### src/hw/rtl/nsb_pkg.sv
`timescale 1ns / 1ps
// ----------------------------------------------------------------------------
// nsb_pkg: shared types and constants of the n-th set bit select unit
// Widths of the stream fields, the queue entry layout and small popcounts.
// ----------------------------------------------------------------------------
package nsb_pkg;

	// field widths
	localparam int WORD_W  = 64;
	localparam int RANK_W  = 17;
	localparam int POS_W   = 17;
	localparam int CHUNK_W = 16;
	localparam int NCHUNK  = WORD_W / CHUNK_W;
	localparam int CC_W    = $clog2(CHUNK_W + 1);
	localparam int PC_W    = $clog2(WORD_W + 1);
	localparam int OFF_W   = $clog2(CHUNK_W);
	localparam int CIDX_W  = $clog2(NCHUNK);

	// stream packing
	localparam int IN_DATA_W  = ((WORD_W + RANK_W + 7) / 8) * 8;
	localparam int OUT_DATA_W = ((POS_W + 1 + 7) / 8) * 8;

	// query limit and word counter
	localparam int MAX_WORDS = 1024;
	localparam int WC_W      = $clog2(MAX_WORDS + 1);

	// decoupling queue
	localparam int QDEPTH  = 4;
	localparam int QPTR_W  = $clog2(QDEPTH);
	localparam int QCNT_W  = $clog2(QDEPTH + 1);

	// one classified word between front and back
	typedef struct packed {
		logic [WORD_W-1:0]            word;
		logic [RANK_W-1:0]            rank;
		logic                         first;
		logic                         last;
		logic [NCHUNK-1:0][CC_W-1:0]  cc;
		logic [PC_W-1:0]              pc;
	} qent_t;

	// popcount of one 16-bit chunk
	function automatic logic [CC_W-1:0] popcnt16(input logic [CHUNK_W-1:0] v);
		logic [CC_W-1:0] c;
		c = '0;
		for (int i = 0; i < CHUNK_W; i++) begin
			c = c + CC_W'(v[i]);
		end
		return c;
	endfunction

endpackage

### src/hw/rtl/nsb_front.sv
`timescale 1ns / 1ps
// ----------------------------------------------------------------------------
// nsb_front: input side of the n-th set bit select unit
// Takes stream words, splits the fields and counts set bits per chunk.
// ----------------------------------------------------------------------------
module nsb_front (
	input  logic                          s_axis_tvalid,
	output logic                          s_axis_tready,
	input  logic [nsb_pkg::IN_DATA_W-1:0] s_axis_tdata,  // word, rank, zero pad
	input  logic                          s_axis_tuser,  // first
	input  logic                          s_axis_tlast,
	output logic                          push,
	output nsb_pkg::qent_t                push_ent,
	input  logic                          q_full
);
	import nsb_pkg::*;

	logic [NCHUNK-1:0][CC_W-1:0] cc;
	logic [PC_W-1:0]             pc_sum;

	// chunk popcounts and word total
	always_comb begin
		pc_sum = '0;
		for (int c = 0; c < NCHUNK; c++) begin
			cc[c]  = popcnt16(s_axis_tdata[c*CHUNK_W +: CHUNK_W]);
			pc_sum = pc_sum + PC_W'(cc[c]);
		end
	end

	// queue write
	assign s_axis_tready  = !q_full;
	assign push           = s_axis_tvalid && !q_full;
	assign push_ent.word  = s_axis_tdata[WORD_W-1:0];
	assign push_ent.rank  = s_axis_tdata[WORD_W +: RANK_W];
	assign push_ent.first = s_axis_tuser;
	assign push_ent.last  = s_axis_tlast;
	assign push_ent.cc    = cc;
	assign push_ent.pc    = pc_sum;

endmodule

### src/hw/rtl/nsb_fifo.sv
`timescale 1ns / 1ps
// ----------------------------------------------------------------------------
// nsb_fifo: short queue between front and back
// Register based, one write and one read per cycle.
// ----------------------------------------------------------------------------
module nsb_fifo (
	input  logic           clk,
	input  logic           arst_n,
	input  logic           push,
	input  nsb_pkg::qent_t push_ent,
	output logic           full,
	input  logic           pop,
	output logic           head_valid,
	output nsb_pkg::qent_t head_ent
);
	import nsb_pkg::*;

	qent_t             mem_q [QDEPTH];
	logic [QPTR_W-1:0] wr_ptr_q;
	logic [QPTR_W-1:0] rd_ptr_q;
	logic [QCNT_W-1:0] count_q;
	logic              do_pop;

	assign full       = (count_q == QCNT_W'(QDEPTH));
	assign head_valid = (count_q != '0);
	assign head_ent   = mem_q[rd_ptr_q];
	assign do_pop     = pop && head_valid;

	// entry storage
	always_ff @(posedge clk) begin
		if (push) begin
			mem_q[wr_ptr_q] <= push_ent;
		end
	end

	// pointers and fill count
	always_ff @(posedge clk or negedge arst_n) begin
		if (!arst_n) begin
			wr_ptr_q <= '0;
			rd_ptr_q <= '0;
			count_q  <= '0;
		end else begin
			if (push) begin
				wr_ptr_q <= wr_ptr_q + QPTR_W'(1);
			end
			if (do_pop) begin
				rd_ptr_q <= rd_ptr_q + QPTR_W'(1);
			end
			count_q <= count_q + QCNT_W'(push) - QCNT_W'(do_pop);
		end
	end

	// checks
	a_count_bound: assert property (@(posedge clk) disable iff (!arst_n)
		count_q <= QCNT_W'(QDEPTH))
		else $error("queue count above depth");
	a_empty_ptrs: assert property (@(posedge clk) disable iff (!arst_n)
		count_q == '0 |-> wr_ptr_q == rd_ptr_q)
		else $error("empty queue with unequal pointers");

endmodule

### src/hw/rtl/nsb_back.sv
`timescale 1ns / 1ps
// ----------------------------------------------------------------------------
// nsb_back: rank tracking and in-word select
// Stage 1 walks the rank across words, stage 2 picks the chunk,
// stage 3 finds the bit inside the chunk and holds the result.
// ----------------------------------------------------------------------------
module nsb_back (
	input  logic                           clk,
	input  logic                           arst_n,
	input  logic                           head_valid,
	input  nsb_pkg::qent_t                 head_ent,
	output logic                           pop,
	output logic                           m_axis_tvalid,
	input  logic                           m_axis_tready,
	output logic [nsb_pkg::OUT_DATA_W-1:0] m_axis_tdata   // position, found, zero pad
);
	import nsb_pkg::*;

	// query state
	logic [RANK_W-1:0] rr_q;
	logic [WC_W-1:0]   wc_q;
	logic              done_q;

	// stage registers
	logic                        v_s1, hit_s1;
	logic [WORD_W-1:0]           word_s1;
	logic [PC_W-1:0]             r_s1;
	logic [NCHUNK-1:0][CC_W-1:0] cc_s1;
	logic [WC_W-1:0]             wc_s1;

	logic                        v_s2, hit_s2;
	logic [CHUNK_W-1:0]          chunk_s2;
	logic [CC_W-1:0]             r_s2;
	logic [CIDX_W-1:0]           cidx_s2;
	logic [WC_W-1:0]             wc_s2;

	logic                        v_s3, hit_s3;
	logic [POS_W-1:0]            pos_s3;

	logic adv;

	// stall the whole back end while the result waits
	assign adv = !v_s3 || m_axis_tready;
	assign pop = adv && head_valid;

	// stage 1: rank recurrence
	logic [RANK_W-1:0] rr_base, rr_nxt;
	logic [WC_W-1:0]   wc_base, wc_inc, wc_nxt;
	logic              done_nxt, emit, hit, reach;

	always_comb begin
		rr_base  = head_ent.first ? head_ent.rank : rr_q;
		wc_base  = head_ent.first ? '0 : wc_q;
		wc_inc   = wc_base + WC_W'(1);
		reach    = (rr_base <= RANK_W'(head_ent.pc));
		rr_nxt   = rr_base;
		wc_nxt   = wc_base;
		done_nxt = done_q;
		emit     = 1'b0;
		hit      = 1'b0;
		if (head_ent.first && head_ent.rank == '0) begin
			// rank zero ends at once
			done_nxt = 1'b1;
			emit     = 1'b1;
		end else if (head_ent.first || !done_q) begin
			done_nxt = 1'b0;
			if (reach) begin
				done_nxt = 1'b1;
				emit     = 1'b1;
				hit      = 1'b1;
			end else begin
				rr_nxt = rr_base - RANK_W'(head_ent.pc);
				wc_nxt = wc_inc;
				if (head_ent.last || wc_inc >= WC_W'(MAX_WORDS)) begin
					done_nxt = 1'b1;
					emit     = 1'b1;
				end
			end
		end
	end

	always_ff @(posedge clk or negedge arst_n) begin
		if (!arst_n) begin
			rr_q   <= '0;
			wc_q   <= '0;
			done_q <= 1'b1;
		end else if (pop) begin
			rr_q   <= rr_nxt;
			wc_q   <= wc_nxt;
			done_q <= done_nxt;
		end
	end

	// stage 2: chunk select from prefix counts
	logic [PC_W-1:0]   p1, p2, p3, rsub;
	logic [CIDX_W-1:0] cidx;

	always_comb begin
		p1 = PC_W'(cc_s1[0]);
		p2 = p1 + PC_W'(cc_s1[1]);
		p3 = p2 + PC_W'(cc_s1[2]);
		if (r_s1 <= p1) begin
			cidx = CIDX_W'(0);
			rsub = r_s1;
		end else if (r_s1 <= p2) begin
			cidx = CIDX_W'(1);
			rsub = r_s1 - p1;
		end else if (r_s1 <= p3) begin
			cidx = CIDX_W'(2);
			rsub = r_s1 - p2;
		end else begin
			cidx = CIDX_W'(3);
			rsub = r_s1 - p3;
		end
	end

	// stage 3: bit select inside the chunk
	logic [CHUNK_W-1:0] bit_hit;
	logic [OFF_W-1:0]   off;
	logic [WC_W+CIDX_W+OFF_W-1:0] pos_full;

	always_comb begin
		off = '0;
		for (int i = 0; i < CHUNK_W; i++) begin
			bit_hit[i] = chunk_s2[i] &&
				(popcnt16(chunk_s2 & CHUNK_W'((2 ** (i + 1)) - 1)) == r_s2);
			if (bit_hit[i]) begin
				off = off | OFF_W'(i);
			end
		end
		pos_full = {wc_s2, cidx_s2, off};
	end

	// control bits of the stages
	always_ff @(posedge clk or negedge arst_n) begin
		if (!arst_n) begin
			v_s1 <= 1'b0;
			v_s2 <= 1'b0;
			v_s3 <= 1'b0;
		end else if (adv) begin
			v_s1 <= pop && emit;
			v_s2 <= v_s1;
			v_s3 <= v_s2;
		end
	end

	// payload of the stages
	always_ff @(posedge clk) begin
		if (adv) begin
			hit_s1   <= hit;
			word_s1  <= head_ent.word;
			r_s1     <= rr_base[PC_W-1:0];
			cc_s1    <= head_ent.cc;
			wc_s1    <= wc_base;
			hit_s2   <= hit_s1;
			chunk_s2 <= word_s1[cidx*CHUNK_W +: CHUNK_W];
			r_s2     <= rsub[CC_W-1:0];
			cidx_s2  <= cidx;
			wc_s2    <= wc_s1;
			hit_s3   <= hit_s2;
			pos_s3   <= hit_s2 ? POS_W'(pos_full) : '1;
		end
	end

	// result transfer
	assign m_axis_tvalid = v_s3;
	assign m_axis_tdata  = OUT_DATA_W'({hit_s3, pos_s3});

	// checks
	a_notfound_pos: assert property (@(posedge clk) disable iff (!arst_n)
		v_s3 && !hit_s3 |-> pos_s3 == '1)
		else $error("not-found result with a position");
	a_rank_in_chunk: assert property (@(posedge clk) disable iff (!arst_n)
		v_s2 && hit_s2 |-> r_s2 != '0 && r_s2 <= CC_W'(CHUNK_W))
		else $error("chunk rank out of range");

endmodule

### src/hw/rtl/nth_set_bit_select_unit.sv
`timescale 1ns / 1ps
// ----------------------------------------------------------------------------
// nth_set_bit_select_unit: n-th set bit search over a streamed bitmap
// Front counts set bits, a four-entry queue decouples it from the back,
// which tracks the rank per word and selects the bit in three stages.
// ----------------------------------------------------------------------------
//  channel   dir  tdata                               tuser   tlast
//  s_axis    in   word[63:0] rank[80:64] pad to 88    first   last
//  m_axis    out  position[16:0] found[17] pad to 24  -       -
//
//  One word per cycle unless the output or a full queue stalls; the rank
//  recurrence (popcount compare and subtract) closes in one back-end stage.
//  A result is registered through the queue and the three back-end stages.
//  Reset leaves the block idle until a word marked first.
//  Output stall holds the back end; the queue keeps taking words until full.
// ----------------------------------------------------------------------------
module nth_set_bit_select_unit (
	input  logic                           clk,
	input  logic                           arst_n,
	input  logic                           s_axis_tvalid,
	output logic                           s_axis_tready,
	input  logic [nsb_pkg::IN_DATA_W-1:0]  s_axis_tdata,   // word, rank, zero pad
	input  logic                           s_axis_tuser,   // first
	input  logic                           s_axis_tlast,
	output logic                           m_axis_tvalid,
	input  logic                           m_axis_tready,
	output logic [nsb_pkg::OUT_DATA_W-1:0] m_axis_tdata    // position, found, zero pad
);
	import nsb_pkg::*;

	logic  push, q_full, pop, head_valid;
	qent_t push_ent, head_ent;

	// classify and count
	nsb_front u_front (
		.s_axis_tvalid (s_axis_tvalid),
		.s_axis_tready (s_axis_tready),
		.s_axis_tdata  (s_axis_tdata),
		.s_axis_tuser  (s_axis_tuser),
		.s_axis_tlast  (s_axis_tlast),
		.push          (push),
		.push_ent      (push_ent),
		.q_full        (q_full)
	);

	// decoupling queue
	nsb_fifo u_fifo (
		.clk        (clk),
		.arst_n     (arst_n),
		.push       (push),
		.push_ent   (push_ent),
		.full       (q_full),
		.pop        (pop),
		.head_valid (head_valid),
		.head_ent   (head_ent)
	);

	// rank walk and select
	nsb_back u_back (
		.clk           (clk),
		.arst_n        (arst_n),
		.head_valid    (head_valid),
		.head_ent      (head_ent),
		.pop           (pop),
		.m_axis_tvalid (m_axis_tvalid),
		.m_axis_tready (m_axis_tready),
		.m_axis_tdata  (m_axis_tdata)
	);

endmodule

### config.mk
export PLATFORM = sky130hd
export DESIGN_NAME = nth_set_bit_select_unit
export DESIGN_NICKNAME = d
export VERILOG_FILES = /design/src/hw/rtl/nsb_pkg.sv /design/src/hw/rtl/nsb_front.sv /design/src/hw/rtl/nsb_fifo.sv /design/src/hw/rtl/nsb_back.sv /design/src/hw/rtl/nth_set_bit_select_unit.sv
export SDC_FILE = /design/constraint.sdc
export NUM_CORES = 1
export LEC_CHECK = 0
export ABC_AREA = 1
export BUFFER_PORTS_ARGS = -buffer_cell sky130_fd_sc_hd__buf_2
export CELL_PAD_IN_SITES_DETAIL_PLACEMENT = 0
export CELL_PAD_IN_SITES_GLOBAL_PLACEMENT = 1
export CORE_MARGIN = 2
export CORE_UTILIZATION = 45
export DETAILED_ROUTE_END_ITERATION = 8
export PLACE_DENSITY = 0.81
export SLEW_MARGIN = 30
export SYNTH_ARGS = -nofsm -noshare
export SYNTH_HDL_FRONTEND = slang
export SYNTH_HIERARCHICAL = 1
export SYNTH_SLANG_ARGS = --single-unit
### constraint.sdc
create_clock -name clk -period 11.6 [get_ports clk]
set_input_delay 0.58 -clock clk [delete_from_list [all_inputs] [get_ports clk]]
set_output_delay 0.58 -clock clk [all_outputs]
set_load 0.005 [all_outputs]
==> reports/summary.txt, run 1 <==
status - finished clean
Arr. time, crit path - 7.40 ns
Multi-input gate area - 9800 um^2
first-pass GRT wire length - 103000 um
total gr overflow - 0
# hold bufs at CTS - 0
R2R Setup Slk - 4.65 ns
crit-path max FO - 4
Die W - 265 um
Initial Util - 0.454
DRT iter0 DRCs - 1746
gpl congestion - 0.874
number of buffers created by CTS - 67
min Tclk post-route - 6.95 ns
Worst slew margin - 0.374
Pins Over Slew Limit - 0
# setup viols final - 0
gr usage total - 0.189
drc violations - 0
DIE AREA - 70000 um^2
Syn-to-layout area delta - 9.07%
CP startpoint kind - flop
clock skew - 0.0348 ns
synthesized instance count - 2858
Sequential cell area - 18100 um^2
WL final - 65800 um
first drt pass iteration count - 6
htree depth - 3
Fmax - 144 MHz
IO Pins - 120
worst skew pair latency - 0.61 ns
Max-cap violations - 0
largest net degree at the start of global routing - 123
final hold violations - 0
period utilisation layout - 0.599
Mapped Avg Cell Area - 10.7 um^2
via density per instance - 5.10
crit-path cells - fa_1 > ha_1 > fa_1 > ha_1 > ha_1 > ha_1 > ha_1 > ha_1 > ha_1 > ha_1 > ha_1 > ha_1 > ha_1 > ha_1 > ha_1 > o21ai_0 > a211oi_1 > nand2_1 > nor2_2 > nand4_2 > nand3_1
Clock Tree Buf Depth - 3
# resized after CTS - 0
drt wl/cell - 17.3 um
Reg clk slew, reported paths - 0.06 ns
number of global-route vias before repair - 19100
root buf cell - clkbuf_16
Core ar. - 67300 um^2
Slew @ Worst Pin - 0.939 ns
row count - 95
Hold Path Class - in -> reg
setup TNS - 0 ns
CTS tree - built
Critical-path top delay cell - fa_1
critical path capture point type - flop
CP peak stage delay - 0.60 ns
clk sinks - 610
crit-path most repeated cell - ha_1
hpwl dp - 43000 um
fraction of layout instances using a drive strength above 1 - 0.108
Vias - 19300
Synth Cell Area - 30600 um^2
Synth Warn # - 6
RSZ-0062 raised after global routing - no
required time worst endpoint - 12.05 ns
Setup Fix Bufs, Post-CTS - 0
I/O Buffers - 106
initial antenna violation count - 13
die height - 265 um
Post-DRT Antenna Nets - 0
Filler cells - 5864
critical path class - reg -> reg
Layout Nets - 3115
-- final timing paths --
path	start	to	cells after the start
worst max-delay path	u_back/chunk_s2[0]	u_back/pos_s3[0]	21
worst min-delay path	s_axis_tdata[70]	u_fifo/mem_q[0][35]	1
worst max register to register	u_back/chunk_s2[0]	u_back/pos_s3[0]	21
worst min register to register	u_back/wc_s1[8]	u_back/wc_s2[8]	0
max in group asynchronous	arst_n	u_fifo/rd_ptr_q[0]	2
min in group asynchronous	arst_n	u_fifo/rd_ptr_q[0]	2
-- state kept, by name, indices dropped and copies added (netlist names), 2 cells and up --
| register | count |
|---|---|
| u_fifo/mem_q | 420 |
| u_back/word_s1 | 64 |
| u_back/pos_s3 | 17 |
| u_back/rr_q | 17 |
| u_back/chunk_s2 | 16 |
| u_back/cc_s1 | 15 |
| u_back/wc_q | 11 |
| u_back/wc_s1 | 11 |
| u_back/wc_s2 | 11 |
| u_back/r_s1 | 7 |
| u_back/r_s2 | 5 |
| u_fifo/count_q | 3 |
| u_back/cidx_s2 | 2 |
| u_fifo/rd_ptr_q | 2 |
| u_fifo/wr_ptr_q | 2 |
-- metrics by stage --
step                      cells   util  setup WS, ns  hold WS (ns)  area [um^2]
final                      3793  0.496          4.65         0.197        33300
after detailed placement   3665  0.462          4.70         0.405        31100
after global routing       3793  0.496          4.24         0.176        33300
after global placement     3665  0.462          4.71         0.405        31100
after CTS                  3785  0.495          4.65         0.138        33300
after floorplan            2863      -          5.13         0.284        30600
-- layer usage --
| metal | up-vias | part of all wire | GRT usage |
|---|---|---|---|
| li1 | 9448 | - | - |
| met1 | 9207 | 0.42 | 0.243 |
| met2 | 554 | 0.49 | 0.318 |
| met3 | 116 | 0.059 | 0.0332 |
| met4 | 8 | 0.033 | 0.0774 |
| met5 | - | 0.00087 | 0 |
-- placed cells by master (no fill, tap or decap), drive strengths merged, types with 2 or more instances in the layout --
cell type and instances:
xnor2 15, nor3 6, o211ai 6, mux2i 2, nand3 83, clkbuf 84, conb 6, nand2 609
nor4 8, o32ai 18, a2111oi 7, a211oi 6, nand4 17, nor2 292, o22ai 21, ha 102
nand3b 4, dfrtp 38, and3 2, bufinv 7, diode 7, o221ai 5, inv 384, xor2 52
a221o 2, a21oi 47, a21o 2, fa 57, o21ai 274, buf 120, edfxtp 571, or2 23
clkinv 27, o21a 2
-- layout make-up --
class                           count  share of cell area
Multi-Input combinational cell   1679               0.294
Timing Repair Buffer              121              0.0197
Clock inverter                     36              0.0132
Sequential cell                   610               0.544
Inverter                          383              0.0437
Antenna cell                        7            0.000525
Clock buffer                       84              0.0528
Tap cell                          873              0.0328
-- critical path, delay by kind of cell, from the launching register on --
kind	cells	cell delay, ns
compound gates	2	0.34
fa+ha+maj	15	5.59
simple gates	4	0.42
flops	1	0.43
Power of run 1 is not shown: default switching activity piles up to over one toggle a cycle in this logic, so the estimate is an artifact.
==> run 2, diff against run 1 <==
--- a/config.mk
+++ b/config.mk
@@ -12,7 +12,7 @@
 export CORE_MARGIN = 2
 export CORE_UTILIZATION = 45
 export DETAILED_ROUTE_END_ITERATION = 8
-export PLACE_DENSITY = 0.81
+export PLACE_DENSITY = 0.84
 export SLEW_MARGIN = 30
 export SYNTH_ARGS = -nofsm -noshare
 export SYNTH_HDL_FRONTEND = slang
==> constraint.sdc (replaced) <==
create_clock -name clk -period 6.2 [get_ports clk]
set_input_delay 0.31 -clock clk [delete_from_list [all_inputs] [get_ports clk]]
set_output_delay 0.31 -clock clk [all_outputs]
set_load 0.005 [all_outputs]
==> run 2 against run 1 <==
  * Die area stayed put
  * Non-clock buffer count is 117 higher
  * Register-to-register slack worse by 4.4 ns
==> reports/summary.txt, run 2 (same netlist as run 1, synthesis figures left out) <==
status - finished clean (unchanged)
drc violations - 0 (unchanged)
Max-cap violations - 0 (unchanged)
DIE AREA - 70000 um^2 (unchanged)
Fin Hold WS - 0.0634 ns (was 0.197 ns)
Post-DRT Antenna Nets - 0 (unchanged)
critical path class - reg -> reg (unchanged)
I/O Buffers - 106 (unchanged)
WL final - 66500 um (was 65800 um)
drt wl/cell - 17.0 um (was 17.3 um)
final hold violations - 0 (unchanged)
Initial Util - 0.454 (unchanged)
min Tclk post-route - 5.91 ns (was 6.95 ns)
Layout Nets - 3232 (was 3115)
CTS tree - built (unchanged)
gr usage total - 0.191 (was 0.189)
Largest regs - u_fifo/mem_q: 420 flops, u_back/word_s1: 64 flops (unchanged)
Pins Over Slew Limit - 0 (unchanged)
critical path capture point type - flop (unchanged)
number of buffers created by CTS - 67 (unchanged)
first-pass GRT wire length - 105000 um (was 103000 um)
DRT iter0 DRCs - 1356 (was 1746)
Vias - 19900 (was 19300)
largest net degree at the start of global routing - 106 (was 123)
first drt pass iteration count - 5 (was 6)
Worst slew margin - 0.363 (was 0.374)
max reg flops - 420 (unchanged)
Fmax - 169 MHz (was 144 MHz)
initial antenna violation count - 1 (was 13)
IO Pins - 120 (unchanged)
Reg clk slew, reported paths - 0.06 ns (about the same)
Die W - 265 um (unchanged)
# setup viols final - 0 (unchanged)
commonest cells after routing, fill and taps aside - edfxtp_1, nand2_1, inv_1 (unchanged)
via density per instance - 5.08 (was 5.10)
root buf cell - clkbuf_16 (unchanged)
clk sinks - 610 (unchanged)
fraction of layout instances using a drive strength above 1 - 0.121 (was 0.108)
number of global-route vias before repair - 19700 (was 19100)
commonest non-fill, non-tap cell in the layout - edfxtp_1 (unchanged)
register name with the most flops - u_fifo/mem_q (unchanged)
crit-path max FO - 4 (unchanged)
RSZ-0062 raised after global routing - no (unchanged)
die height - 265 um (unchanged)
worst skew pair latency - 0.63 ns (was 0.61 ns)
htree depth - 3 (unchanged)
Syn-to-layout area delta - 13.0% (was 9.07%)
Clock Tree Buf Depth - 3 (unchanged)
Arr. time, crit path - 6.26 ns (was 7.40 ns)
period utilisation layout - 0.953 (was 0.599)
clock skew - 0.0337 ns (was 0.0348 ns)
Hold Path Class - in -> reg (unchanged)
Slew @ Worst Pin - 0.955 ns (was 0.939 ns)
Core ar. - 67300 um^2 (unchanged)
total gr overflow - 0 (unchanged)
row count - 95 (unchanged)
gpl congestion - 0.857 (was 0.874)
required time worst endpoint - 6.56 ns (was 12.05 ns)
CP startpoint kind - flop (unchanged)
hpwl dp - 44400 um (was 43000 um)
-- run 2: cell types whose count changed in the layout (fill, tap and decap cells not counted), moves of 2 or more --
cell           previous run  this run
dlygate4sd3_1             1        84
buf_4                    13        47
ha_1                    102        90
ha_4                      0        11
diode_2                   7         1
clkinv_2                  5        10
bufinv_16                 7         5
clkinv_1                 18        16
clkinv_16                 1         3
inv_6                     5         3
inv_8                     0         2
-- run 2: worst paths after layout --
path / depth (start not counted) / start / slack (ns) / end
max in group asynchronous: 2 / arst_n / 5.58 / u_fifo/rd_ptr_q[0]
worst min register to register: 0 / u_back/wc_s1[3] / 0.42 / u_back/wc_s2[3]
worst min-delay path: 4 / m_axis_tready / 0.06 / u_back/v_s1
worst max register to register: 21 / u_back/chunk_s2[2] / 0.29 / u_back/pos_s3[2]
worst max-delay path: 21 / u_back/chunk_s2[2] / 0.29 / u_back/pos_s3[2]
min in group asynchronous: 2 / arst_n / 0.22 / u_back/rr_q[4]
-- run 2: stage by stage --
| step | setup WS, ns | TNS [ns] | util | cell area (um^2) | instances |
|---|---|---|---|---|---|
| after floorplan | 0.0431 | 0 | - | 30600 | 2863 |
| final | 0.293 | 0 | 0.514 | 34600 | 3906 |
| after CTS | 0.00942 | 0 | 0.512 | 34400 | 3903 |
| after global placement | -0.0572 | -0.210 | 0.467 | 31400 | 3697 |
| after global routing | 0.000757 | 0 | 0.514 | 34600 | 3906 |
| after detailed placement | -0.0651 | -0.225 | 0.467 | 31400 | 3697 |
-- run 2: layout make-up --
cell class	count	area, um^2
antenna	1	2.50
sequential	610	18100
clock inverter	40	460
tap	873	1090
fill	5752	32700
inverter	383	1460
clock buffer	82	1730
multi-input combinational	1679	9940
timing repair buffer	238	1740
-- run 2: per-layer routing --
metal  track usage  routed length [um]  vias to the layer above
li1              -                   -                     9691
met3        0.0244                3590                      100
met4        0.0676                1730                        0
met2         0.331               33100                      542
met1         0.248               28100                     9519
met5             0                   0                        -
-- run 2: timing repair --
item,CTS,global route
setup endpoints to repair,4,8
hold buffers,84,0
buffers inserted,0,2
hold endpoints to repair,370,0
pin swaps,0,3
gates resized for setup,1,7
-- run 2: critical path, stage by stage, from the launching register on --
cell and delay [ns]:
edfxtp_1 0.41, fa_1 0.52, ha_2 0.21, fa_2 0.58, ha_4 0.21, ha_1 0.31, ha_1 0.33, ha_1 0.38
ha_4 0.28, ha_4 0.26, ha_4 0.26, ha_4 0.25, ha_4 0.26, ha_4 0.26, ha_4 0.24, ha_1 0.30
o21ai_0 0.17, a211oi_1 0.07, nand2_1 0.13, nor2_2 0.05, nand4_2 0.11, nand3_1 0.08
Power of run 2 is left out for the same reason.
